## src/sv/dsm_pkg.sv

```systemverilog
package dsm_pkg;

  // register indexes on the config port
  localparam logic [2:0] REG_POS_X     = 3'd0;
  localparam logic [2:0] REG_POS_Y     = 3'd1;
  localparam logic [2:0] REG_TOP_SPEED = 3'd2;
  localparam logic [2:0] REG_GAIN_P    = 3'd3;
  localparam logic [2:0] REG_GAIN_I    = 3'd4;
  localparam logic [2:0] REG_GAIN_D    = 3'd5;

  localparam int DIV_W = 64;   // divider operand width
  localparam int QB_W  = 6;    // quotient bit counter width

  localparam logic [15:0] TWO_PI_Q12 = 16'd25736;
  localparam logic [63:0] ONE_Q20    = 64'd1 << 20;
  localparam logic [15:0] QUARTER    = 16'd16384;
  localparam logic [15:0] HALF       = 16'd32768;

  // rounded arctangent of 2^-i as a 16-bit binary angle
  function automatic logic [15:0] atan_ba(input logic [4:0] i);
    logic [15:0] r;
    case (i)
      5'd0:    r = 16'd8192;
      5'd1:    r = 16'd4836;
      5'd2:    r = 16'd2555;
      5'd3:    r = 16'd1297;
      5'd4:    r = 16'd651;
      5'd5:    r = 16'd326;
      5'd6:    r = 16'd163;
      5'd7:    r = 16'd81;
      5'd8:    r = 16'd41;
      5'd9:    r = 16'd20;
      5'd10:   r = 16'd10;
      5'd11:   r = 16'd5;
      5'd12:   r = 16'd3;
      5'd13:   r = 16'd1;
      5'd14:   r = 16'd1;
      default: r = 16'd0;
    endcase
    return r;
  endfunction

endpackage

```

## src/sv/dsm_div.sv

```systemverilog
module dsm_div import dsm_pkg::*; (
  input  logic             clk,
  input  logic             rst,
  input  logic             start,
  input  logic [DIV_W-1:0] num_hi,   // starting remainder, below den
  input  logic [DIV_W-1:0] num_lo,   // bits brought down, msb first
  input  logic [QB_W-1:0]  qbits,
  input  logic [DIV_W-1:0] den,
  output logic             busy,
  output logic [DIV_W-1:0] quot
);

  logic [DIV_W-1:0] rem, lo, dv;
  logic [QB_W-1:0]  cnt, idx;
  logic [DIV_W:0]   shifted, diff;

  assign idx     = cnt - 1'b1;
  assign shifted = {rem, lo[idx]};
  assign diff    = shifted - {1'b0, dv};

  always_ff @(posedge clk) begin
    if (rst) begin
      busy <= 1'b0;
      cnt  <= '0;
    end else if (start) begin
      rem  <= num_hi;
      lo   <= num_lo;
      dv   <= den;
      cnt  <= qbits;
      quot <= '0;
      busy <= 1'b1;
    end else if (busy) begin
      if (!diff[DIV_W]) begin
        rem  <= diff[DIV_W-1:0];
        quot <= {quot[DIV_W-2:0], 1'b1};
      end else begin
        rem  <= shifted[DIV_W-1:0];
        quot <= {quot[DIV_W-2:0], 1'b0};
      end
      cnt <= idx;
      if (cnt == QB_W'(1)) busy <= 1'b0;
    end
  end

endmodule

```

## config.mk

```make
export PLATFORM = sky130hd
export DESIGN_NAME = dsm_div
export DESIGN_NICKNAME = d
export VERILOG_FILES = /design/src/sv/dsm_pkg.sv /design/src/sv/dsm_div.sv
export SDC_FILE = /design/constraint.sdc
export NUM_CORES = 1
export LEC_CHECK = 0
export ABC_AREA = 1
export BUFFER_PORTS_ARGS = -buffer_cell sky130_fd_sc_hd__buf_2
export CAP_MARGIN = 20
export CORE_MARGIN = 3
export CORE_UTILIZATION = 59
export CTS_CLUSTER_SIZE = 20
export DETAILED_ROUTE_END_ITERATION = 7
export PLACE_DENSITY_LB_ADDON = 0.12
export REMOVE_ABC_BUFFERS = 1
export SYNTH_ARGS = -nofsm -noshare
export SYNTH_HDL_FRONTEND = slang
export SYNTH_SLANG_ARGS = --single-unit
```

## constraint.sdc

```tcl
create_clock -name clk -period 19.54 [get_ports clk]
set_clock_uncertainty 0.2 [all_clocks]
set_input_delay 2.931 -clock clk [delete_from_list [all_inputs] [get_ports clk]]
set_output_delay 2.931 -clock clk [all_outputs]
set_load 0.01 [all_outputs]
```

After elaboration in Yosys (flattened, before gate mapping)
Cells that the tools add are included.
- bitwise gates (word level): 1
- multiplexer cells: 12
- add/subtract/negate cells: 2
- $lt $le $gt $ge: 1
- shifts and indexed selects: 0
- multipliers: 0
- reduce and logical (&&, ||, !) cells: 3
- eq/ne operators: 1
- divide/modulo/power cells: 0
- operators with widths (operator ; count):
    64-bit 2-to-1 mux ; 4
    65-bit by 64-bit subtractor with 65-bit output ; 1
    6-bit 2-to-1 mux ; 2
    6-bit by 7-bit < comparator with 1-bit output (second input constant) ; 1
    1-bit binary-select mux with 6-bit select ; 1
    6-bit by 1-bit equality test with 1-bit output (second input constant) ; 1
    6-bit by 1-bit subtractor with 6-bit output (second input constant) ; 1
    1-bit 2-to-1 mux ; 5
    2-bit AND reduction ; 2
    2-bit nonzero test ; 1
    1-bit inverter ; 1
- bits in writable memories: 0
- output and inout port bits: 65
- bits in registers: 263
- memories kept: 0
- bits of input ports: 201
- latch bits: 0
- logic and storage cells: 26
- ROM bits: 0

Logic depth before layout (Yosys ltp)
- depth in word-level cells: 7
- mapped depth: 35
- depth with buffers taken out: 29

Worst setup path before layout
Ideal clock, no wire load.
- kind: in2reg
- start: in start
- end: reg dv[0], enable pin
- stages: 5
- required time: 18723 ps
- setup time: 617 ps
- arrival time: 9030 ps
- buffers on the path: 3
- path slack: 9693 ps
- cells stage by stage: clkbuf_1 > inv_1 > clkbuf_1 > buf_2 > nor2_1
- word-level cells in the longest chain between the ends: 1
- RTL lines (element ; line ; RTL):
    from (decl) ; dsm_div.sv:4 ; input logic start,
    2-bit AND reduction (no source line) ; - ;
    to (signal assigned) ; dsm_div.sv:28 ; dv <= den;
    to (decl) ; dsm_div.sv:13 ; logic [DIV_W-1:0] rem, lo, dv;
No other way between the ends.
A chain may end at the register's enable or synchronous reset.

Final worst setup path
- start: reg cnt[0]
- end: reg rem[47], data pin
- word-level cells in the longest chain between the ends: 7
- RTL lines (element ; line ; RTL):
    from (decl) ; dsm_div.sv:14 ; logic [QB_W-1:0] cnt, idx;
    from (signal assigned) ; dsm_div.sv:29 ; cnt <= qbits;
    from (signal assigned) ; dsm_div.sv:40 ; cnt <= idx;
    6-bit by 1-bit subtractor with 6-bit output ; dsm_div.sv:17 ; assign idx = cnt - 1'b1;
    1-bit binary-select mux with 6-bit select ; dsm_div.sv:18 ; assign shifted = {rem, lo[idx]};
    1-bit 2-to-1 mux (not written as such) ; dsm_div.sv:18 ;
    65-bit by 64-bit subtractor with 65-bit output ; dsm_div.sv:19 ; assign diff = shifted - {1'b0, dv};
    64-bit 2-to-1 mux ; dsm_div.sv:33 ; if (!diff[DIV_W]) begin
    64-bit 2-to-1 mux ; dsm_div.sv:32 ; end else if (busy) begin
    64-bit 2-to-1 mux ; dsm_div.sv:25 ; end else if (start) begin
    to (signal assigned) ; dsm_div.sv:26 ; rem <= num_hi;
    to (signal assigned) ; dsm_div.sv:34 ; rem <= diff[DIV_W-1:0];
    to (signal assigned) ; dsm_div.sv:37 ; rem <= shifted[DIV_W-1:0];
    to (decl) ; dsm_div.sv:13 ;
No other way between the ends. The select of a mux whose other input is x is not followed.

==> run_results.csv <==
group,metric,value,unit
placed_design,io_buffers,265,
cts,hold_buffers,0,
detailed_routing,drc,0,
power_and_ir_drop,ir_worst_vdd,0.09340,mV
global_route,use_met2,0.5485,
finish,final_common_cell,"nand2_1",
critical_path,critPathCaptureType,"flip-flop",
detailed_routing,finalWirelength,53.94,mm
global_route,antenna_found_initial,4,
detailed_routing,drtPass1Iterations,5,
floorplan,die_h,177.7,microns
sta,tns,0,ns
critical_path,worst_path_most_repeated_cell,"nand2_1",
detailed_routing,wl_per_cell,17.61,microns
global_route,track_usage,0.3341,
critical_path,required,19.65,ns
cts,htreeDepth,1,
cts,clk_path_buf_depth,3,
critical_path,start_kind,"flip-flop",
synth,synth-seq-cells,263,
power_and_ir_drop,power.density,88.45,nW/um^2
synth,synth_top_family_by_area,"simple AND/OR/NAND/NOR gates",
synth,ys_types,39,
global_route,grt_pass1_wl,82.01,mm
global_route,gr-total-overflow,0,
finish,fin_area,20040,sq um
floorplan,die-area,31580,sq um
sta,slew_headroom,0.3470,
synth,ys_seq_area_frac,0.4500,
worst_hold_path,holdCritPathClass,"reg2reg",
synth,syn_area,17390,sq um
cts,path_clk_slew,0.06,ns
detailed_routing,via_count,16140,
cts,post_cts.repair.setup_buffers,0,
placed_design,placed_area,19040,sq um
critical_path,cp_slowest_cell,"ha_1",
sta,setup_viol,0,
critical_path,crit_arrival,6.81,ns
floorplan,dieWidth,177.7,microns
global_route,grt_util_met1,0.4463,
cts,cts_num_sinks,263,
floorplan,start_util,0.6027,
placed_design,dp_hpwl,41.73,mm
synth,synth_xor_area_frac,0.01554,
sta,setup_ws,12.85,ns
critical_path,crit_type,"reg2reg",
global_route,grt_pass1_vias,15460,
floorplan,rows,62,
cts,insertion_delay,0.58,ns
global_route,grt_busiest_layer,"met2",
finish,layout-drive-gt1-share,0.1381,
power_and_ir_drop,cellLeakagePower,10.62,nW
cts,tritoncts,"built",
synth,synthAdderAreaFrac,0.04863,
global_route,grt_max_degree,92,
sta,tightest_slew,0.9796,ns
finish,fin_nets,2927,
sta,hold_viol,0,
synth,yosys_warnings,0,
placed_design,place_congestion,1.025,
cts,clock_tree.root_cell,"clkbuf_16",
floorplan,core_area,28860,sq um
sta,drv_slew,0,
critical_path,cp_max_fo,38,
sta,max_freq,149.4,MHz
detailed_routing,postRouteAntennaNets,0,
detailed_routing,first_iter_violations,1466,
floorplan,pin_count,266,
synth,synthSimpleGateAreaFrac,0.3274,
status,status,"complete, no violations",
finish,syn2layout_area_growth,15.19,%
cts,cts-buffers-inserted,27,
finish,mostFrequentLayoutCells,"855 x nand2_1, 507 x inv_1, 264 x buf_2",
synth,synthMuxAreaShare,0,
synth,avgSynthCellArea,7.235,sq um
synth,synth_area_leaders,"edfxtp_1 44%, nand2_1 18%, inv_1 11%, nand3_1 5.7%, nor2_1 4.9%",
sta,rsz0062_at_grt,"false",
finish,multi_input_area,7391,sq um
placed_design,pre_cts_ws,12.93,ns
cts,cts-resized-gates,0,
critical_path,cpPeakStageDelay,0.86,ns
synth,synth_top_area_frac,0.4420,
finish,nFillCells,2363,
synth,synth_top_cell_by_area,"edfxtp_1",
synth,synthCells,2404,
sta,fin_crit,6.695,ns
detailed_routing,viasPerCell,5.267,
flow_run,max_cap_violations,0,
global_route,grt_use_met3,0.07103,
synth,synth-compound-area-share,0.03252,
finish,regArea,7828,sq um
sta,period_share,0.3426,
report_power, final:
group | internal [mW] | switching, mW | total (mW) | leakage, nW
clock network | 0.346 | 0.224 | 0.570 | 0.468
logic | 0.165 | 0.342 | 0.507 | 7.66
registers | 0.674 | 0.0214 | 0.695 | 2.50
final timing paths:
kind	start	endpoint	slack, ns	cells past startpoint
max	cnt[0]	rem[47]	12.85	28
min	cnt[4]	cnt[4]	0.34	2
max reg2reg	cnt[0]	rem[47]	12.85	28
min reg2reg	cnt[4]	cnt[4]	0.34	2
routing by layer:
metal	vias up	wire (microns)
met1	7365	22070
li1	7931	-
met2	724	25180
met4	6	1804
met3	111	4846
met5	-	41
critical path, delay by kind of cell, from the launching register on:
family	cells	cell delay, ns
adder cells (fa/ha/maj)	3	1.41
buffers and inverters	5	1.30
flip-flops	1	0.31
AND/OR/NAND/NOR	20	3.16
cell families (layout without fill, tap and decap cells):
group                      count (synthesis)  count (layout)
DFF                                      263             263
xor gates and xnor gates                  30              30
adders and majority gates                 67              67
other                                      0               1
buffers and inverters                    568             843
and+or+nand+nor                         1370            1370
AOI/OAI and AO/OA                        106             106
layout make-up:
| cell class | count | share of cell area |
|---|---|---|
| antenna | 1 | 0.0001249 |
| clock buffer | 33 | 0.03485 |
| clock inverter | 16 | 0.01318 |
| inverter | 519 | 0.09723 |
| multi-input combinational | 1573 | 0.3689 |
| sequential | 263 | 0.3907 |
| tap | 384 | 0.02398 |
| timing repair buffer | 275 | 0.07107 |
flip-flops by register name, summed over array words and instances, names as in the netlist:
name	count
quot	64
busy	1
rem	64
dv	64
cnt	6
lo	64
cells in the mapped netlist (all sizes together):
library cell / count
buf: 20
dfxtp: 7
xor2: 9
xnor2: 21
o21bai: 5
nand3: 209
clkbuf: 29
inv: 518
clkinv: 1
a21o: 1
o21ai: 37
a31o: 1
nor2: 237
nor3: 11
a31oi: 4
nand3b: 19
o211ai: 2
a22oi: 1
ha: 66
nand4: 15
nand2: 874
and2: 1
edfxtp: 256
or3: 1
nor4: 3
fa: 1
a21oi: 55
through the flow:
step,hold slack (ns),power [mW],std cells,utilization
floorplan,0.2857,1.041,2355,-
global placement,0.3179,1.186,3013,0.6599
detailed placement,0.3196,1.199,3013,0.6599
CTS,0.3292,1.767,3062,0.6932
global route,0.3599,1.863,3063,0.6942
finish,0.3354,1.772,3064,0.6943
No activity file was read; power rests on OpenSTA's default activity.
