[src/sv/dsm_sqrt.sv]
module dsm_sqrt (
  input  logic        clk,
  input  logic        rst,
  input  logic        start,
  input  logic [63:0] radicand,
  output logic        busy,
  output logic [31:0] root
);

  logic [63:0] rem, res, one;
  logic [64:0] trial;

  assign trial = {1'b0, rem} - ({1'b0, res} + {1'b0, one});

  always_ff @(posedge clk) begin
    if (rst) begin
      busy <= 1'b0;
    end else if (start) begin
      rem  <= radicand;
      res  <= '0;
      one  <= 64'd1 << 62;
      busy <= 1'b1;
    end else if (busy) begin
      if (!trial[64]) begin
        rem <= trial[63:0];
        res <= (res >> 1) + one;
      end else begin
        res <= res >> 1;
      end
      one <= one >> 2;
      if (one[0]) busy <= 1'b0;
    end
  end

  assign root = res[31:0];

endmodule

[config.mk]
export PLATFORM = sky130hd
export DESIGN_NAME = dsm_sqrt
export DESIGN_NICKNAME = d
export VERILOG_FILES = /design/src/sv/dsm_sqrt.sv
export SDC_FILE = /design/constraint.sdc
export NUM_CORES = 1
export LEC_CHECK = 0
export ABC_AREA = 1
export ABC_CLOCK_PERIOD_IN_PS = 15600
export BUFFER_PORTS_ARGS = -buffer_cell sky130_fd_sc_hd__buf_2
export CORE_MARGIN = 10
export CORE_UTILIZATION = 50
export DETAILED_ROUTE_END_ITERATION = 8
export GPL_TIMING_DRIVEN = 0
export PLACE_DENSITY = 0.72
export SYNTH_ARGS = -nofsm -noshare
export SYNTH_HDL_FRONTEND = slang
export SYNTH_SLANG_ARGS = --single-unit
export TNS_END_PERCENT = 20
[constraint.sdc]
create_clock -name clk -period 15.6 [get_ports clk]
set_clock_uncertainty 0.05 [all_clocks]
set_input_delay 2.34 -clock clk [delete_from_list [all_inputs] [get_ports clk]]
set_output_delay 2.34 -clock clk [all_outputs]
set_load 0.02 [all_outputs]
## After elaboration in Yosys (flattened, before gate mapping)

Cells that the tools add are included.

| word-level totals | value |
|---|---|
| bits in registers | 161 |
| output and inout bits | 33 |

| operators by class | value |
|---|---|
| mux-type cells | 9 |
| bitwise logic cells | 1 |
| equal/unequal tests | 1 |
| add/subtract/negate cells | 3 |
| reduce and logical (&&, ||, !) cells | 3 |

Operators by type and width:

| operator | count |
|---|---|
| $mux 64 | 5 |
| $add 64x63->65 | 1 |
| $sub 64x65->65 | 1 |
| $add 63x63->64 | 1 |
| $mux 63 | 1 |
| $mux 1 | 3 |
| $reduce_and 3->1 | 1 |
| $ne 2x2->1 const B | 1 |
| $reduce_and 2->1 | 1 |
| $reduce_bool 2->1 | 1 |
| $not 1->1 | 1 |

## Depth between registers and ports, before layout

Gate-level depths: netlist of the first run.

| logic depth | value |
|---|---|
| depth after elaboration | 5 |
| depth in mapped cells | 24 |
| depth with buffers taken out | 24 |

## Worst setup path after synthesis of the first run

OpenSTA, ideal clock, no wires.

| timing path | value |
|---|---|
| path type | input to register |
| start point | input start |
| end point | register rem[0], enable pin |
| slack | 6843 ps |
| data required time | 15132 ps |
| setup time | 418 ps |
| path buffers | 1 |
| data arrival time | 8289 ps |
| cell stages on the path | 5 |
| path through | clkbuf_1 > nor2_1 > nor2_1 > nand2_1 > inv_1 |

| between the ends | value |
|---|---|
| longest elaborated chain between the ends | 2 |
| elaborated cells on any way between the ends | 3 |
| those cells by class | 1 x eq/ne; 2 x reduce/logical |

Ends and longest elaborated chain:

| item | RTL line | RTL |
|---|---|---|
| start, declared | 4 | `input logic start,` |
| $ne 2x2->1 (no line) or $reduce_bool 2->1 (tied branches) | - |  |
| $reduce_and 3->1 (no line) * | - |  |
| end signal, assigned | 19 | `rem <= radicand;` |
| end signal, assigned | 25 | `rem <= trial[63:0];` |
| end, declared | 10 | `logic [63:0] rem, res, one;` |

Mark *: on every way between the ends. The rest lies on a longest branch, timed or not.
A chain may end at the register's enable or synchronous reset.

## Worst setup path after layout of the first run

| timing path | value |
|---|---|
| start point | input start |
| end point | register rem[56], enable pin |

Same word-level chain as after synthesis.

==> results of run 1 <==
## cells by family (layout without fill, tap and decap cells)
logic type               after synthesis  count (layout)  share of synthesized area
adder cells (fa/ha/maj)              161             161                      0.123
flip-flops                           161             161                      0.261
XOR/XNOR                              48              48                     0.0228
buffers and inverters                624             758                      0.141
AND/OR/NAND/NOR                     1660            1660                      0.385
AO/OA/AOI/OAI                        230             230                     0.0674
## power by group
part           total, mW  leakage, nW  switching (mW)  internal [mW]
Combinational       1.81         8.70            1.20          0.610
Clock              0.451        0.275           0.225          0.225
Sequential         0.651         1.55          0.0668          0.584
## stage by stage
step | utilization | hold slack, ps | setup WS (ps) | total power [mW]
2_1_floorplan | - | 509 | 6840 | 1.91
3_3_place_gp | 0.535 | 540 | 3560 | 2.40
3_5_place_dp | 0.537 | 546 | 10320 | 2.43
4_1_cts | 0.553 | 563 | 10810 | 2.88
5_1_grt | 0.553 | 599 | 10680 | 3.13
6_report | 0.553 | 559 | 10850 | 2.91
## cell type report
type                       count  area (um^2)
fill                        3806        16300
multi-input combinational   2099        11000
sequential                   161         4820
inverter                     535         2010
buffer                        89          596
tap                          468          586
timing repair buffer         102          563
clock buffer                  17          425
clock inverter                15          150
## critical path, stage by stage
cell and delay, ps:
buf_2 160, clkbuf_1 440, nor2_1 160, nor2_4 570, buf_12 280, nand2_1 120, inv_4 670
## routing by layer
metal / up-vias / global-route usage / part of all wire
met5: - / 0 / 0
met2: 787 / 0.481 / 0.45
met3: 115 / 0.0392 / 0.080
met4: 0 / 0.127 / 0.039
met1: 8791 / 0.408 / 0.43
li1: 9270 / - / -
## cell usage after synthesis (2+ instances only)
cell type / n
inv_2: 2
buf_1: 5
buf_12: 4
nand2_4: 4
a31oi_1: 2
clkbuf_1: 21
nand2_1: 997
a21boi_0: 3
a21o_1: 2
nor3_1: 23
xnor2_1: 17
nand3_2: 40
nor2_1: 267
o21bai_1: 19
buf_4: 41
nor4_1: 2
ha_1: 128
nand4_1: 13
nor2_4: 2
nor2_2: 4
buf_2: 16
fa_1: 33
and2_1: 8
buf_8: 2
o31ai_1: 4
o21ai_0: 74
nand3b_1: 19
inv_1: 533
or2_2: 10
a21oi_1: 122
nand2_2: 8
nand3_1: 258
xor2_1: 31
edfxtp_1: 160
## registers in the layout, summed over array words and instances, names as in the netlist
signal,count
busy,1
one,32
rem,64
res,64
## cells in the final DEF (no fill, tap or decap), types with 21 or more instances in the layout
cell type and count:
nand2_1 997, inv_1 532, nor2_1 266, nand3_1 258, edfxtp_1 160, ha_1 128, a21oi_1 122, buf_2 115
o21ai_0 74, buf_4 41, nand3_2 40, fa_1 33, xor2_1 31, nor3_1 23, clkbuf_1 21
## worst max path at each step
| stage | to | cells after the start |
|---|---|---|
| 4_1_cts | rem[56] | 7 |
| 3_5_place_dp | rem[55] | 7 |
| 2_1_floorplan | rem[0] | 5 |
| 5_1_grt | rem[60] | 7 |
| 3_3_place_gp | rem[51] | 6 |
| 6_report | rem[56] | 7 |
==> reports/metrics.csv, run 1 <==
stage;metric;value;unit
min_path;hold_end;one[34];
timing;max_freq;211;MHz
worst_setup_path;end_kind;register;
final_layout;fin_nets;3233;
clock_network;ctsResizeCount;0;
synthesis;synthFlopType;edfxtp_1;
final_layout;final_cells;3486;
synthesis;yosysTopAreaCell;edfxtp_1;
power_and_ir_drop;leakage;10.5;nW
power_and_ir_drop;ir_drop;0.0941;mV
timing;rsz0062_at_grt;no;
min_path;hold_depth;2;
die;dieHeight;212;um
final_layout;final_cell_area;20200;um^2
global_routing;grtUsageTotal;0.303;
die;ios;100;
placement;globalplace.congestion;0.999;
synthesis;synth_top_area_share;0.260;
worst_setup_path;r2r_setup_slack;11070;ps
worst_setup_path;rr_startpoint;one[0];
timing;tns;0;ps
min_path;hp-start;one[36];
routing;ant_nets;0;
synthesis;ys_types;44;
timing;finalHoldViolations;0;
routing;routed_via_density;5.44;
placement;post_dp_cell_area;19600;um^2
clock_network;cts_num_sinks;161;
final_layout;drive_gt1_frac;0.0898;
min_path;hp-class;register to register;
routing;drcViolationCount;0;
power_and_ir_drop;pwr_density_cell;144;nW/um^2
timing;tightest_slew;1060;ps
synthesis;synth_warnings;0;
die;rows;70;
synthesis;synth_area;18500;um^2
placement;portBuffers;99;
clock_network;htree_num_levels;4;
clock_network;cts_tree;built;
worst_setup_path;rr_worst_depth;23;
worst_setup_path;arrival;4780;ps
synthesis;synth-edff-count;160;
die;dieArea;45000;um^2
synthesis;syn_inst;2884;
timing;post-route-min-period;4750;ps
global_routing;grt-ovfl-total;0;
synthesis;synthTopCellsByArea;edfxtp_1 26%, nand2_1 20%, inv_1 11%;
worst_setup_path;worst_r2r_endpoint;rem[56];
timing;maxSlewViolCount;0;
synthesis;ys_seq_area_frac;0.261;
global_routing;grt_pass1_wl;103000;um
global_routing;grt_pass1_vias;18200;
clock_network;numCtsBuffers;17;
job;cap_violations;0;
worst_setup_path;critPathLaunch;start;
clock_network;cts.clk_slew.worst_paths;70;ps
final_layout;diodes;0;
clock_network;postCtsHoldBufs;0;
routing;wl_per_cell;19.6;um
timing;slew-limit-headroom;0.295;
routing;drt-initial-drc-count;1891;
synthesis;synth_nets;3112;
clock_network;root_buffer;clkbuf_16;
worst_setup_path;critical_path.max_fanout;64;
routing;vias;19000;
global_routing;grt_max_degree;65;
placement;dpl.hpwl;57100;um
run_status;status;finished clean;
synthesis;avgSynthCellArea;6.40;um^2
timing;setup_viol;0;
placement;dp_cells;3454;
synthesis;ys_ff_latch;161;
timing;post-route-period-util;0.304;
routing;drt_first_pass_iters;5;
clock_network;clockBufferDepth;2;
die;coreArea;36500;um^2
die;start_util;0.505;
worst_setup_path;critical_path_class;input port to register;
clock_network;post_cts_buffers;0;
die;fp.dieW;212;um
routing;totalWireLength;68300;um
clock_network;clock_latency;470;ps
synthesis;async_flop_share;0;
worst_setup_path;crit_path_start_kind;input port;
worst_setup_path;cp.required;15640;ps
final_layout;area_delta_synth_final;9.39;%
global_routing;antenna_found_initial;0;
Note: power is estimated with default switching activity, not from simulation.
==> run 2: changes to the inputs <==
- ABC_CLOCK_PERIOD_IN_PS: 15600 -> 4600
- clock period: 15.6 -> 4.6 ns (I/O delays scaled with it)
==> reports/metrics.csv, run 2 (synthesis gave the netlist of run 1 again) <==
stage;metric;value;unit
routing;wl_met1;29700;um
timing;hold_slack;438;ps
timing;tightest_slew;1090;ps
timing;finalHoldViolations;0;
worst_setup_path;cpPeakStageDelay;450;ps
timing;post-route-period-util;0.938;
clock_network;cts.clk_slew.worst_paths;80;ps
routing;totalWireLength;67700;um
routing;routed_via_density;5.39;
power_and_ir_drop;pwr_density_cell;491;nW/um^2
timing;slew-limit-headroom;0.273;
global_routing;grtUsageTotal;0.301;
die;rows;70;
worst_setup_path;arrival;4370;ps
min_path;hp-start;radicand[13];
worst_setup_path;rr_startpoint;one[0];
timing;setup_slack;286;ps
worst_setup_path;path_cells;inv_1 > fa_1 > inv_1 > ha_1 > inv_1 > nand2_1 > inv_1 > fa_1 > nand2_1 > nand2_1 > nand2_1 > nand2_1 > nand2_1 > nand2_1 > nand2_2 > nand2_1 > nand2_2 > nand2_4 > nand3_1 > nand2_4 > nand2_1 > nand2_1 > inv_8;
min_path;hp-class;input port to register;
clock_network;clock_latency;470;ps
global_routing;grt_pass1_vias;18000;
die;start_util;0.505;
final_layout;mostFrequentLayoutCells;997 x nand2_1, 532 x inv_1, 266 x nor2_1;
clock_network;htree_num_levels;4;
timing;max_freq;232;MHz
global_routing;grt_pass1_wl;101000;um
worst_setup_path;crit_path_top_delay_cell;fa_1;
worst_setup_path;cp.required;4660;ps
worst_setup_path;cp_num_buf_inv;5;
timing;rsz0062_at_grt;no;
final_layout;final_common_cell;nand2_1;
placement;globalplace.congestion;0.984;
final_layout;fin_util;0.554;
routing;wl_met3;5280;um
clock_network;root_buffer;clkbuf_16;
placement;portBuffers;99;
die;dieHeight;212;um
placement;dpl_worst_slack;98.5;ps
worst_setup_path;end_kind;register;
timing;setup_viol;0;
global_routing;grt-ovfl-total;0;
routing;wl_met2;29800;um
routing;vias;18800;
final_layout;fillers;3793;
clock_network;post_cts_buffers;0;
final_layout;area_delta_synth_final;9.68;%
routing;highest_layer;met5;
worst_setup_path;critical_path_class;register to register;
timing;post-route-min-period;4310;ps
power_and_ir_drop;power.total;9.94;mW
routing;wl_per_cell;19.4;um
worst_setup_path;critPathTopFamily;simple AND/OR/NAND/NOR gates;
routing;ant_nets;0;
power_and_ir_drop;ir_drop;0.318;mV
clock_network;cts_tree;built;
routing;drt-initial-drc-count;1660;
job;cap_violations;0;
routing;drt_first_pass_iters;7;
die;dieArea;45000;um^2
worst_setup_path;cpMostUsedCell;nand2_1;
worst_setup_path;critical_path.max_fanout;64;
final_layout;fin_nets;3233;
worst_setup_path;critPathLaunch;one[0];
clock_network;clockBufferDepth;2;
die;coreArea;36500;um^2
global_routing;antenna_found_initial;1;
global_routing;grt_max_degree;65;
run_status;status;finished clean;
die;fp.dieW;212;um
clock_network;numCtsBuffers;17;
placement;dpl.hpwl;57100;um
power_and_ir_drop;leakage;10.6;nW
final_layout;drive_gt1_frac;0.0901;
worst_setup_path;crit_path_start_kind;register;
die;ios;100;
clock_network;cts_num_sinks;161;
final_layout;reg.largest.list;rem x64, res x64, one x32;
routing;drcViolationCount;0;
timing;maxSlewViolCount;0;
[run 2: through the flow]
stage / instances / TNS, ps / cell area [um^2]
global placement: 3451 / -111120 / 19500
CTS: 3486 / 0 / 20200
finish: 3487 / 0 / 20200
floorplan: 2884 / 0 / 18500
detailed placement: 3454 / 0 / 19600
global route: 3486 / 0 / 20200
[run 2: layout make-up]
class	count	area, um^2	area share
multi-input cells	2099	11000	0.545
flip-flops and latches	161	4820	0.238
inverters	535	2020	0.0996
plain buffers	89	596	0.0294
well taps	468	586	0.0289
repair buffers	102	563	0.0278
clock buffers	18	429	0.0212
clock inverters	14	191	0.00946
diodes	1	2.50	0.000124
[run 2: report_power, final]
part / switching (mW) / internal, mW
sequential: 0.223 / 1.98
clock: 0.744 / 0.875
combinational: 4.05 / 2.06
total: 5.02 / 4.92
[run 2: worst reg2reg max path, cell delays in order, from the launching register on]
cell and delay (ps):
edfxtp_1 400, inv_1 120, fa_1 450, inv_1 70
ha_1 130, inv_1 40, nand2_1 260, inv_1 100
fa_1 400, nand2_1 110, nand2_1 60, nand2_1 130
nand2_1 70, nand2_1 120, nand2_1 80, nand2_2 110
nand2_1 80, nand2_2 160, nand2_4 90, nand3_1 120
nand2_4 130, nand2_1 90, nand2_1 140, inv_8 400
[run 2: what timing repair did]
action | 4_1_cts | 5_1_grt
hold buffers | 0 | 0
gates resized for setup | 0 | 3
endpoints found under the setup margin | 0 | 64
[run 2: final timing paths]
| path | cells past startpoint | slack (ps) | endpoint |
|---|---|---|---|
| hold / removal | 3 | 440 | rem[13] |
| setup / recovery | 23 | 290 | rem[54] |
| setup reg to reg | 23 | 290 | rem[54] |
| hold reg to reg | 2 | 560 | one[42] |
[run 2: layer usage]
metal  vias to the layer above  GRT usage
met1                      8690      0.401
met3                       126     0.0499
met4                         2      0.137
li1                       9258          -
met2                       705      0.469
met5                         -          0
