File: src/sv/dsm_pkg.sv
package dsm_pkg;

  // register indexes on the config port
  localparam logic [2:0] REG_POS_X     = 3'd0;
  localparam logic [2:0] REG_POS_Y     = 3'd1;
  localparam logic [2:0] REG_TOP_SPEED = 3'd2;
  localparam logic [2:0] REG_GAIN_P    = 3'd3;
  localparam logic [2:0] REG_GAIN_I    = 3'd4;
  localparam logic [2:0] REG_GAIN_D    = 3'd5;

  localparam int DIV_W = 64;   // divider operand width
  localparam int QB_W  = 6;    // quotient bit counter width

  localparam logic [15:0] TWO_PI_Q12 = 16'd25736;
  localparam logic [63:0] ONE_Q20    = 64'd1 << 20;
  localparam logic [15:0] QUARTER    = 16'd16384;
  localparam logic [15:0] HALF       = 16'd32768;

  // rounded arctangent of 2^-i as a 16-bit binary angle
  function automatic logic [15:0] atan_ba(input logic [4:0] i);
    logic [15:0] r;
    case (i)
      5'd0:    r = 16'd8192;
      5'd1:    r = 16'd4836;
      5'd2:    r = 16'd2555;
      5'd3:    r = 16'd1297;
      5'd4:    r = 16'd651;
      5'd5:    r = 16'd326;
      5'd6:    r = 16'd163;
      5'd7:    r = 16'd81;
      5'd8:    r = 16'd41;
      5'd9:    r = 16'd20;
      5'd10:   r = 16'd10;
      5'd11:   r = 16'd5;
      5'd12:   r = 16'd3;
      5'd13:   r = 16'd1;
      5'd14:   r = 16'd1;
      default: r = 16'd0;
    endcase
    return r;
  endfunction

endpackage

File: src/sv/dsm_cordic.sv
module dsm_cordic import dsm_pkg::*; #(
  parameter int STEPS = 16
) (
  input  logic               clk,
  input  logic               rst,
  input  logic               start,
  input  logic signed [31:0] x_in,
  input  logic signed [31:0] y_in,
  output logic               busy,
  output logic [15:0]        angle
);

  localparam int CW = $clog2(STEPS + 1);

  logic signed [34:0] x, y;
  logic [CW-1:0]      cnt;

  always_ff @(posedge clk) begin
    if (rst) begin
      busy <= 1'b0;
      cnt  <= '0;
    end else if (start) begin
      cnt <= '0;
      if (x_in == 32'sd0 && y_in == 32'sd0) begin
        angle <= 16'd0;
        busy  <= 1'b0;
      end else if (x_in < 0) begin
        x     <= -35'(x_in);
        y     <= -35'(y_in);
        angle <= HALF;
        busy  <= 1'b1;
      end else begin
        x     <= 35'(x_in);
        y     <= 35'(y_in);
        angle <= 16'd0;
        busy  <= 1'b1;
      end
    end else if (busy) begin
      if (y >= 0) begin
        x     <= x + (y >>> cnt);
        y     <= y - (x >>> cnt);
        angle <= angle + atan_ba(5'(cnt));
      end else begin
        x     <= x - (y >>> cnt);
        y     <= y + (x >>> cnt);
        angle <= angle - atan_ba(5'(cnt));
      end
      cnt <= cnt + 1'b1;
      if (cnt == CW'(STEPS - 1)) busy <= 1'b0;
    end
  end

endmodule

File: config.mk
export PLATFORM = sky130hd
export DESIGN_NAME = dsm_cordic
export DESIGN_NICKNAME = d
export VERILOG_FILES = /design/src/sv/dsm_pkg.sv /design/src/sv/dsm_cordic.sv
export SDC_FILE = /design/constraint.sdc
export NUM_CORES = 1
export LEC_CHECK = 0
export BUFFER_PORTS_ARGS = -buffer_cell sky130_fd_sc_hd__buf_2
export CORE_ASPECT_RATIO = 0.8
export CORE_MARGIN = 2
export CORE_UTILIZATION = 48
export DETAILED_ROUTE_END_ITERATION = 8
export RECOVER_POWER = 100
export SETUP_SLACK_MARGIN = 0.4
export SYNTH_ARGS = -nofsm -noshare
export SYNTH_HDL_FRONTEND = slang
export SYNTH_SLANG_ARGS = --single-unit
File: constraint.sdc
create_clock -name clk -period 8.5 [get_ports clk]
set_clock_uncertainty 0.05 [all_clocks]
set_input_delay 0.85 -clock clk [delete_from_list [all_inputs] [get_ports clk]]
set_output_delay 0.85 -clock clk [all_outputs]
set_load 0.005 [all_outputs]
# == Yosys cells after proc, flatten, opt, wreduce, memory -nomap -nowiden ==
# Memory sizes are Yosys's and may differ from the RTL's. A register that Yosys moved wholly into a read port is not among the register bits.
# Index checks and enable logic that the tools add are counted.
# word_totals
ff_bits,92
mem_bits_ro,448
in_bits,67
output_inout_bits,17
wordCells,63
memories,2
# mem_list
name,depth,word_bits,read_ports,rd_clocked_by_memory_dff,wr,line_no,text
(name not given),16,14,1,1,0,dsm_pkg.sv:22,case (i)
(name not given),16,14,1,1,0,dsm_pkg.sv:22,
# classes
n_addsub,9
order_cmp,2
eq_ne,2
n_shift,2
n_mux,33
bitwise,1
n_reduce_logical,7
# ops
op,n
35-bit 2-to-1 mux,10
16-bit 2-to-1 mux,15
35-bit adder,2
32-bit negation with 35-bit output,2
35-bit by 5-bit >>> shifter with 35-bit output,2
35-bit subtractor,2
32-bit zero test,2
"35-bit by 1-bit >= comparator with 1-bit output, second input constant",1
"32-bit by 1-bit less-than comparator with 1-bit output, second input constant",1
16-bit adder,1
4-bit 2-to-1 mux,4
16-bit subtractor,1
"5-bit by 1-bit adder with 5-bit output, second input constant",1
"5-bit by 4-bit equality test with 1-bit output, second input constant",1
1-bit 2-to-1 mux,4
3-bit AND reduction,1
"2-bit != test, second input constant",1
2-bit AND reduction,1
2-bit nonzero test,1
2-bit OR reduction,1
1-bit logical AND,1
1-bit inverter,1

# == Longest topological paths before layout ==
# Gate-level depths: netlist of run 1.
# logic_depth
word_depth,9
depth_mapped,28
mapped_depth_nobuf,24

# == Worst setup path after synthesis of run 1 ==
# No wires, ideal clock.
# synth_timing
kind,input port to flip-flop
start,in start
end,reg x[0] (enable)
setup_time_ps,607
t_arrival_ps,7105
t_required_ps,7843
slack_ps,738
stages,4
path_cell_list,clkbuf_1 -> nor2_1 -> nor2_1 -> a21boi_0
# synth_via
elab_chain_len,2
# synth_lines
element,line_no,text
start: declaration,dsm_cordic.sv:6,"input logic start,"
2-bit != test (no source line) / 2-bit nonzero test (equally long branches),n/a,
3-bit AND reduction (no source line) (*),n/a,
end signal: assignment,dsm_cordic.sv:28,x <= -35'(x_in);
end signal: assignment,dsm_cordic.sv:33,x <= 35'(x_in);
end signal: assignment,dsm_cordic.sv:40,x <= x + (y >>> cnt);
end: declaration,dsm_cordic.sv:15,"logic signed [34:0] x, y;"
# Mark *: on every way between the ends. The rest lies on a longest branch, timed or not.
# A chain may end at the register's enable or synchronous reset.

# == Worst setup path in the final report of run 1 ==
# layout_timing
start,reg cnt[1]
end,reg y[33] (data pin)
# layout_via
elab_chain_len,5
# layout_lines
element,line_no,text
start: declaration,dsm_cordic.sv:16,logic [CW-1:0] cnt;
start signal: assignment,dsm_cordic.sv:48,cnt <= cnt + 1'b1;
35-bit by 5-bit >>> shifter with 35-bit output (*),"dsm_cordic.sv:41, dsm_cordic.sv:45",
35-bit adder / 35-bit subtractor (equally long branches),"dsm_cordic.sv:45, dsm_cordic.sv:41",
35-bit 2-to-1 mux (*),dsm_cordic.sv:39,if (y >= 0) begin
35-bit 2-to-1 mux (*),dsm_cordic.sv:38,end else if (busy) begin
35-bit 2-to-1 mux (*),dsm_cordic.sv:22,end else if (start) begin
end signal: assignment,dsm_cordic.sv:29,y <= -35'(y_in);
end signal: assignment,dsm_cordic.sv:41,y <= y - (x >>> cnt);
end signal: assignment,dsm_cordic.sv:45,y <= y + (x >>> cnt);
end: declaration,dsm_cordic.sv:15,
# Mark *: on every way between the ends. The rest lies on a longest branch, timed or not. The select of a mux whose other input is x is not followed.

==> impl_metrics.yaml, run 1 <==
clock_tree:
  cts_sinks: 106
  post_cts_buffers: 0
  cts-root-buf: "clkbuf_16"
  cts_made_buffers: 9
  cts_resized: 0
  tritoncts: "built"
  h-tree-depth: 3
  clkTransAtPathRegs_ns: 0.09
  clock_latency_ns: 0.40
  cts_hold_buf: 0
  clockBufferDepth: 2
worst_setup_path:
  path_class: "reg -> reg"
  r2r-start: "cnt[1]$_SDFFE_PP0P_"
  cp.required_ns: 8.53
  rr_worst_depth: 23
  start_kind: "register"
  reg2reg_slack_ns: 0.72
  critPathCaptureType: "register"
  cp_max_fo: 45
  r2r_end: "y[33]$_DFFE_PP_"
  cp.arrival_ns: 7.81
drt:
  dr.pass1.iters: 6
  drc: 0
  viasPerCell: 6.776
  drtIter0Drc: 2065
  vias: 16370
  ant_nets: 0
  wl_per_cell_um: 25.72
  drt-total-wl_um: 62130
placement:
  dpl_worst_slack_ns: 1.036
  portBuffers: 83
  gp_congestion: 0.9833
  hpwl_um: 47100
final_layout:
  layout-area-overhead-vs-synth_pct: 5.820
  seq_area_mm2: 0.002997
  multi_input_comb_area_mm2: 0.01283
  fill_cells: 3290
  nets: 2144
  diodes: 0
  drive_gt1_share_pct: 13.57
floorplan:
  start_util_pct: 49.00
  fp.dieW_um: 211.6
  dieArea_mm2: 0.03599
  rows: 60
  die_h_um: 170.1
  coreArea_mm2: 0.03378
  ios: 84
sta:
  setup_viol_count_final: 0
  period_share_pct: 91.54
  hold_violations: 0
  slew_violations: 230
  fin_crit_ns: 7.781
  slew_headroom_pct: -91.58
  finalSetupTns_ns: 0
  rsz0062_at_grt: "false"
  setup_slack_ns: 0.7189
  fmax_ghz: 0.1285
  tightest_slew_ns: 2.874
yosys:
  ys_async_sr_fraction_pct: 0
  syn_avg_cell_area_um2: 8.441
  synthFlopType: "edfxtp_1"
  syn-num-nets: 2128
  netlist_area_mm2: 0.01655
  synthCells: 1961
  yosysUniqueCellTypes: 98
  synth_edf_count: 86
  ys_ff_latch: 106
  yosysSeqAreaShare_pct: 18.02
  ys_warn_count: 0
global_route:
  grt_max_degree: 81
  grt_pass1_vias: 15090
  grt.overflow.total: 0
  grt_use_total_pct: 34.49
  antenna_found_initial: 0
  grt_pass1_wl_um: 94230
min_path:
  hp-start: "busy$_SDFF_PP0_"
  hold_path_end: "cnt[4]$_SDFFE_PP0P_"
  worstHoldPathCells: 2
  hp-class: "reg -> reg"
flow_run:
  drv_cap: 4
power:
  seqPwrFrac_pct: 21.8
  swShare_pct: 50.32
  p_int_w: 0.002164
  p_per_area_mw_per_mm2: 248.7
  p_clk_share_pct: 10.5
  leakage_nw: 6.588
  power_frac_comb_pct: 67.7
  power_switching_w: 0.002192
  ir_drop_mv: 0.1799
outcome:
  outcome: "complete, but fails checks"
  violations: "capacitance limit, slew limit"
## per-layer routing
layer	part of all wire [%]	GRT usage [%]	vias up	routed length, µm
li1	-	-	7521	-
met1	46	52.18	7896	28640
met2	41	48.28	867	25400
met3	11	8.729	87	6869
met4	2.0	8.512	0	1224
met5	0	0	-	0
## critical path, cell delays in order (launching register included)
cell	delay (ns)
dfxtp_4	0.82
buf_4	0.41
mux2_1	0.47
mux4_2	0.52
mux2i_1	0.27
nand2_1	0.10
o21ai_0	0.14
ha_1	0.22
nand4_1	0.16
nor4_4	0.29
nand3_1	0.31
nand2_1	0.18
xor2_1	0.17
ha_1	0.31
and3_1	0.23
a221o_1	0.37
nor4_1	0.65
a2111oi_0	0.30
buf_4	0.24
o41ai_1	0.58
o21ai_0	0.21
a21oi_1	0.22
xor2_1	0.15
o21ai_0	0.08
## cell families (layout without fill, tap and decap cells)
logic type                 count (synthesis)  count (layout)  synth area share, %
AOI/OAI and AO/OA                        607             607                24.34
xor gates and xnor gates                 192             192                10.16
adders and majority gates                100             100                7.695
muxes                                    196             196                17.98
buffers and inverters                    168             189                4.528
and+or+nand+nor                          592             592                17.27
DFF                                      106             106                18.02
## synthesized netlist by cell type, drive strengths merged (6+ instances only)
| library cell | number | area (µm²) |
|---|---|---|
| mux4 | 76 | 1715 |
| a21boi | 10 | 75.07 |
| a31oi | 16 | 100.1 |
| or3 | 27 | 178.9 |
| a41oi | 6 | 52.55 |
| nand2b | 29 | 181.4 |
| xnor2 | 123 | 1077 |
| or4 | 18 | 146.4 |
| nor2b | 23 | 143.9 |
| a21o | 46 | 345.3 |
| a22oi | 21 | 157.7 |
| ha | 97 | 1214 |
| or2 | 10 | 62.57 |
| a221oi | 17 | 148.9 |
| and2 | 16 | 100.1 |
| a211o | 8 | 70.07 |
| mux2i | 75 | 750.7 |
| o211ai | 12 | 90.09 |
| nand2 | 186 | 698.2 |
| nand4 | 9 | 56.30 |
| nor3 | 34 | 170.2 |
| xor2 | 69 | 604.3 |
| and3 | 10 | 62.56 |
| clkbuf | 46 | 172.7 |
| a21oi | 117 | 585.6 |
| dfxtp | 20 | 400.4 |
| nand3 | 39 | 195.2 |
| nor3b | 6 | 45.04 |
| edfxtp | 86 | 2582 |
| inv | 55 | 206.4 |
| nor4 | 12 | 90.09 |
| mux2 | 45 | 510.5 |
| o31ai | 44 | 330.3 |
| o21ai | 159 | 799.5 |
| o21bai | 9 | 67.56 |
| a211oi | 29 | 222.7 |
| nor2 | 160 | 603.1 |
| o41ai | 18 | 165.2 |
| o21a | 11 | 82.58 |
| o22ai | 17 | 106.4 |
| o221ai | 7 | 61.31 |
| buf | 64 | 359.1 |
## area by class of cell
class,instances,share of cell area [%]
Sequential cell,106,17.11
Clock inverter,7,0.3357
Multi-Input combinational cell,1687,73.23
Clock buffer,9,1.286
Timing Repair Buffer,115,3.700
Tap cell,434,3.100
Inverter,58,1.243
## placed cells by master (no fill, tap or decap), types with 29 or more instances in the layout
cell	netlist	final
mux2i_1	75	74
nor3_1	34	34
a21oi_1	117	117
xnor2_1	123	123
o31ai_1	44	44
edfxtp_1	86	86
xor2_1	69	69
ha_1	97	97
nand2_1	186	186
nand3_1	39	39
nand2b_1	29	29
mux4_2	75	75
inv_1	54	54
mux2_2	39	37
a21o_1	46	46
buf_2	25	71
nor2_1	159	158
o21ai_0	151	152
## power groups by stage
stage | logic (W) | registers (W) | clock network [W]
after floorplan | 0.00221 | 0.000825 | 0
after global placement | 0.00286 | 0.000942 | 0
after detailed placement | 0.00287 | 0.000943 | 0
after CTS | 0.00289 | 0.000932 | 0.000467
after global routing | 0.00324 | 0.000956 | 0.000479
final | 0.00295 | 0.000950 | 0.000456
## worst max-delay path by stage
| stage | from | endpoint | slack, ns | cells after the start |
|---|---|---|---|---|
| 6_report | cnt[1]$_SDFFE_PP0P_ | y[33]$_DFFE_PP_ | 0.72 | 23 |
| 5_1_grt | start | busy$_SDFF_PP0_ | 0.23 | 8 |
| 4_1_cts | cnt[1]$_SDFFE_PP0P_ | y[33]$_DFFE_PP_ | 0.97 | 21 |
| 3_5_place_dp | cnt[1]$_SDFFE_PP0P_ | y[33]$_DFFE_PP_ | 1.04 | 21 |
| 3_3_place_gp | cnt[1]$_SDFFE_PP0P_ | y[33]$_DFFE_PP_ | 1.08 | 21 |
| 2_1_floorplan | start | x[0]$_DFFE_PP_ | 0.74 | 4 |
## per-stage QoR
stage / hold slack (ns) / power [W] / utilization [%] / area, µm² / cells
floorplan: 0.5786 / 0.003030 / - / 16550 / 1961
global placement: 0.5570 / 0.003806 / 51.14 / 17280 / 2400
detailed placement: 0.5663 / 0.003812 / 51.14 / 17280 / 2400
CTS: 0.5793 / 0.004294 / 51.98 / 17560 / 2416
global route: 0.6634 / 0.004672 / 51.85 / 17520 / 2416
finish: 0.5740 / 0.004356 / 51.85 / 17520 / 2416
No activity file was read; power rests on OpenSTA's default activity.
==> run 2, diff against run 1 <==
Settings changed: PLACE_DENSITY set to 0.67.
Clock period 8.5 ns to 6.9 ns, I/O delays scaled along.
==> impl_metrics.yaml, run 2 (same netlist as run 1, synthesis figures left out) <==
outcome:
  outcome: "complete, but fails checks"
  violations: "capacitance limit, slew limit"
final_layout:
  diodes: 0
  nets: 2262
  fin_util_pct: 55.49
  mostFrequentLayoutCell: "nand2_1"
  fill_cells: 3214
  drive_gt1_share_pct: 19.67
  layout_common_cells: "nand2_1 (186), nor2_1 (156), o21ai_0 (150)"
  layout-area-overhead-vs-synth_pct: 13.24
drt:
  wl_per_cell_um: 26.85
  ant_nets: 0
  drc: 0
  drtIter0Drc: 2146
  vias: 17310
  viasPerCell: 6.832
  drt-total-wl_um: 68050
  dr.pass1.iters: 6
sta:
  fmax_ghz: 0.1557
  setup_slack_ns: 0.4787
  finalSetupTns_ns: 0
  slew_violations: 230
  hold_violations: 0
  rsz0062_at_grt: "true"
  tightest_slew_ns: 2.842
  fin_crit_ns: 6.421
  setup_viol_count_final: 0
  period_share_pct: 93.06
  slew_headroom_pct: -89.46
clock_tree:
  cts-root-buf: "clkbuf_16"
  clockBufferDepth: 2
  cts_sinks: 106
  cts_made_buffers: 9
  clkTransAtPathRegs_ns: 0.09
  clock_latency_ns: 0.41
  h-tree-depth: 3
  tritoncts: "built"
  cts_hold_buf: 0
global_route:
  antenna_found_initial: 0
  grt_pass1_wl_um: 101000
  grt.overflow.total: 0
  grt_use_total_pct: 37.39
  grt_max_degree: 81
  grt_pass1_vias: 15950
worst_setup_path:
  cp_max_fo: 8
  path_cells: "buf_4 > buf_4 > mux2_4 > mux4_2 > o311ai_4 > buf_4 > o21ai_1 > or4_4 > or2_2 > o21ai_0 > xnor2_1 > ha_1 > and3_1 > and3_1 > nor2b_1 > o21ai_0 > clkbuf_4 > a211oi_1 > buf_4 > a31oi_2 > o211ai_1 > a21oi_1 > xor2_1 > o21ai_0"
  start_kind: "register"
  critPathCaptureType: "register"
  critPathTopFamily: "compound AO/OA/AOI/OAI gates"
  path_class: "reg -> reg"
  cp.required_ns: 6.91
  crit_cells: 24
  critPathMaxStageDelay_ns: 0.54
  worst-path-buf-inv: 5
  critPathLaunch: "cnt[1]$_SDFFE_PP0P_"
  rr_worst_depth: 24
  cp_common_cell: "buf_4"
  r2r-start: "cnt[1]$_SDFFE_PP0P_"
  cp.arrival_ns: 6.43
  crit_slowest_cell: "or4_4"
floorplan:
  start_util_pct: 49.00
  die_h_um: 170.1
  fp.dieW_um: 211.6
  ios: 84
  rows: 60
  dieArea_mm2: 0.03599
  coreArea_mm2: 0.03378
min_path:
  worstHoldPathCells: 2
  hp-start: "busy$_SDFF_PP0_"
  hp-class: "reg -> reg"
power:
  p_per_area_mw_per_mm2: 307.4
  p_int_w: 0.002883
  power_frac_comb_pct: 69.9
  ir_drop_mv: 0.1585
  p_clk_share_pct: 9.9
  seqPwrFrac_pct: 20.2
  power_switching_w: 0.002879
  swShare_pct: 49.97
  leakage_nw: 7.209
placement:
  gp_congestion: 1.041
  dpl_worst_slack_ns: 0.07112
  hpwl_um: 52030
  portBuffers: 83
flow_run:
  drv_cap: 4
## run 2: cell count changes in the layout (fill, tap and decap cells not counted), sizes merged
cell    delta
buf      +103
clkbuf    +15
## run 2: final timing paths
kind	to	slack, ns
max	y[23]$_DFFE_PP_	0.48
min	cnt[4]$_SDFFE_PP0P_	0.57
max reg2reg	y[23]$_DFFE_PP_	0.48
min reg2reg	cnt[4]$_SDFFE_PP0P_	0.57
## run 2: area by class of cell
| class | count | area [µm²] | area share (%) |
|---|---|---|---|
| multi-input cells | 1687 | 13040 | 69.58 |
| clock inverters | 7 | 72.57 | 0.3872 |
| clock buffers | 9 | 225.2 | 1.202 |
| repair buffers | 233 | 1648 | 8.791 |
| inverters | 58 | 217.7 | 1.161 |
| flip-flops and latches | 106 | 2997 | 15.99 |
| well taps | 434 | 543.0 | 2.897 |
## run 2: power groups by stage
stage / sequential [W] / clock (W) / combinational [W]
floorplan: 0.00101 / 0 / 0.00272
global route: 0.00116 / 0.000592 / 0.00437
finish: 0.00116 / 0.000572 / 0.00403
detailed placement: 0.00115 / 0 / 0.00382
global placement: 0.00115 / 0 / 0.00378
CTS: 0.00114 / 0.000580 / 0.00387
## run 2: routing by layer
layer	GRT usage, %	part of all wire [%]
met1	55.92	45
met2	53.82	41
met3	7.640	11
met4	10.87	3.0
met5	0	0
## run 2: worst register-to-register path, cell delays in order (launching register included)
cell and delay, ns:
dfxtp_4 0.47, buf_4 0.24, buf_4 0.15, mux2_4 0.30
mux4_2 0.52, o311ai_4 0.33, buf_4 0.17, o21ai_1 0.08
or4_4 0.54, or2_2 0.33, o21ai_0 0.23, xnor2_1 0.19
ha_1 0.30, and3_1 0.19, and3_1 0.21, nor2b_1 0.13
o21ai_0 0.27, clkbuf_4 0.29, a211oi_1 0.08, buf_4 0.17
a31oi_2 0.28, o211ai_1 0.15, a21oi_1 0.19, xor2_1 0.15
o21ai_0 0.08
## run 2: per-stage QoR
step	instance area (µm²)	hold WS [ns]	std cells	total power, W
floorplan	16550	0.5786	1961	0.003731
CTS	18410	0.5663	2514	0.005584
finish	18740	0.5708	2534	0.005762
global placement	18050	0.5410	2496	0.004931
detailed placement	18050	0.5580	2496	0.004970
global route	18740	0.5926	2534	0.006132
## run 2: repair_timing
action	CTS	global route
cloned	0	2
endpoints found under the setup margin	10	22
resized for setup	8	48
buffers inserted	2	18
pin swaps	0	3
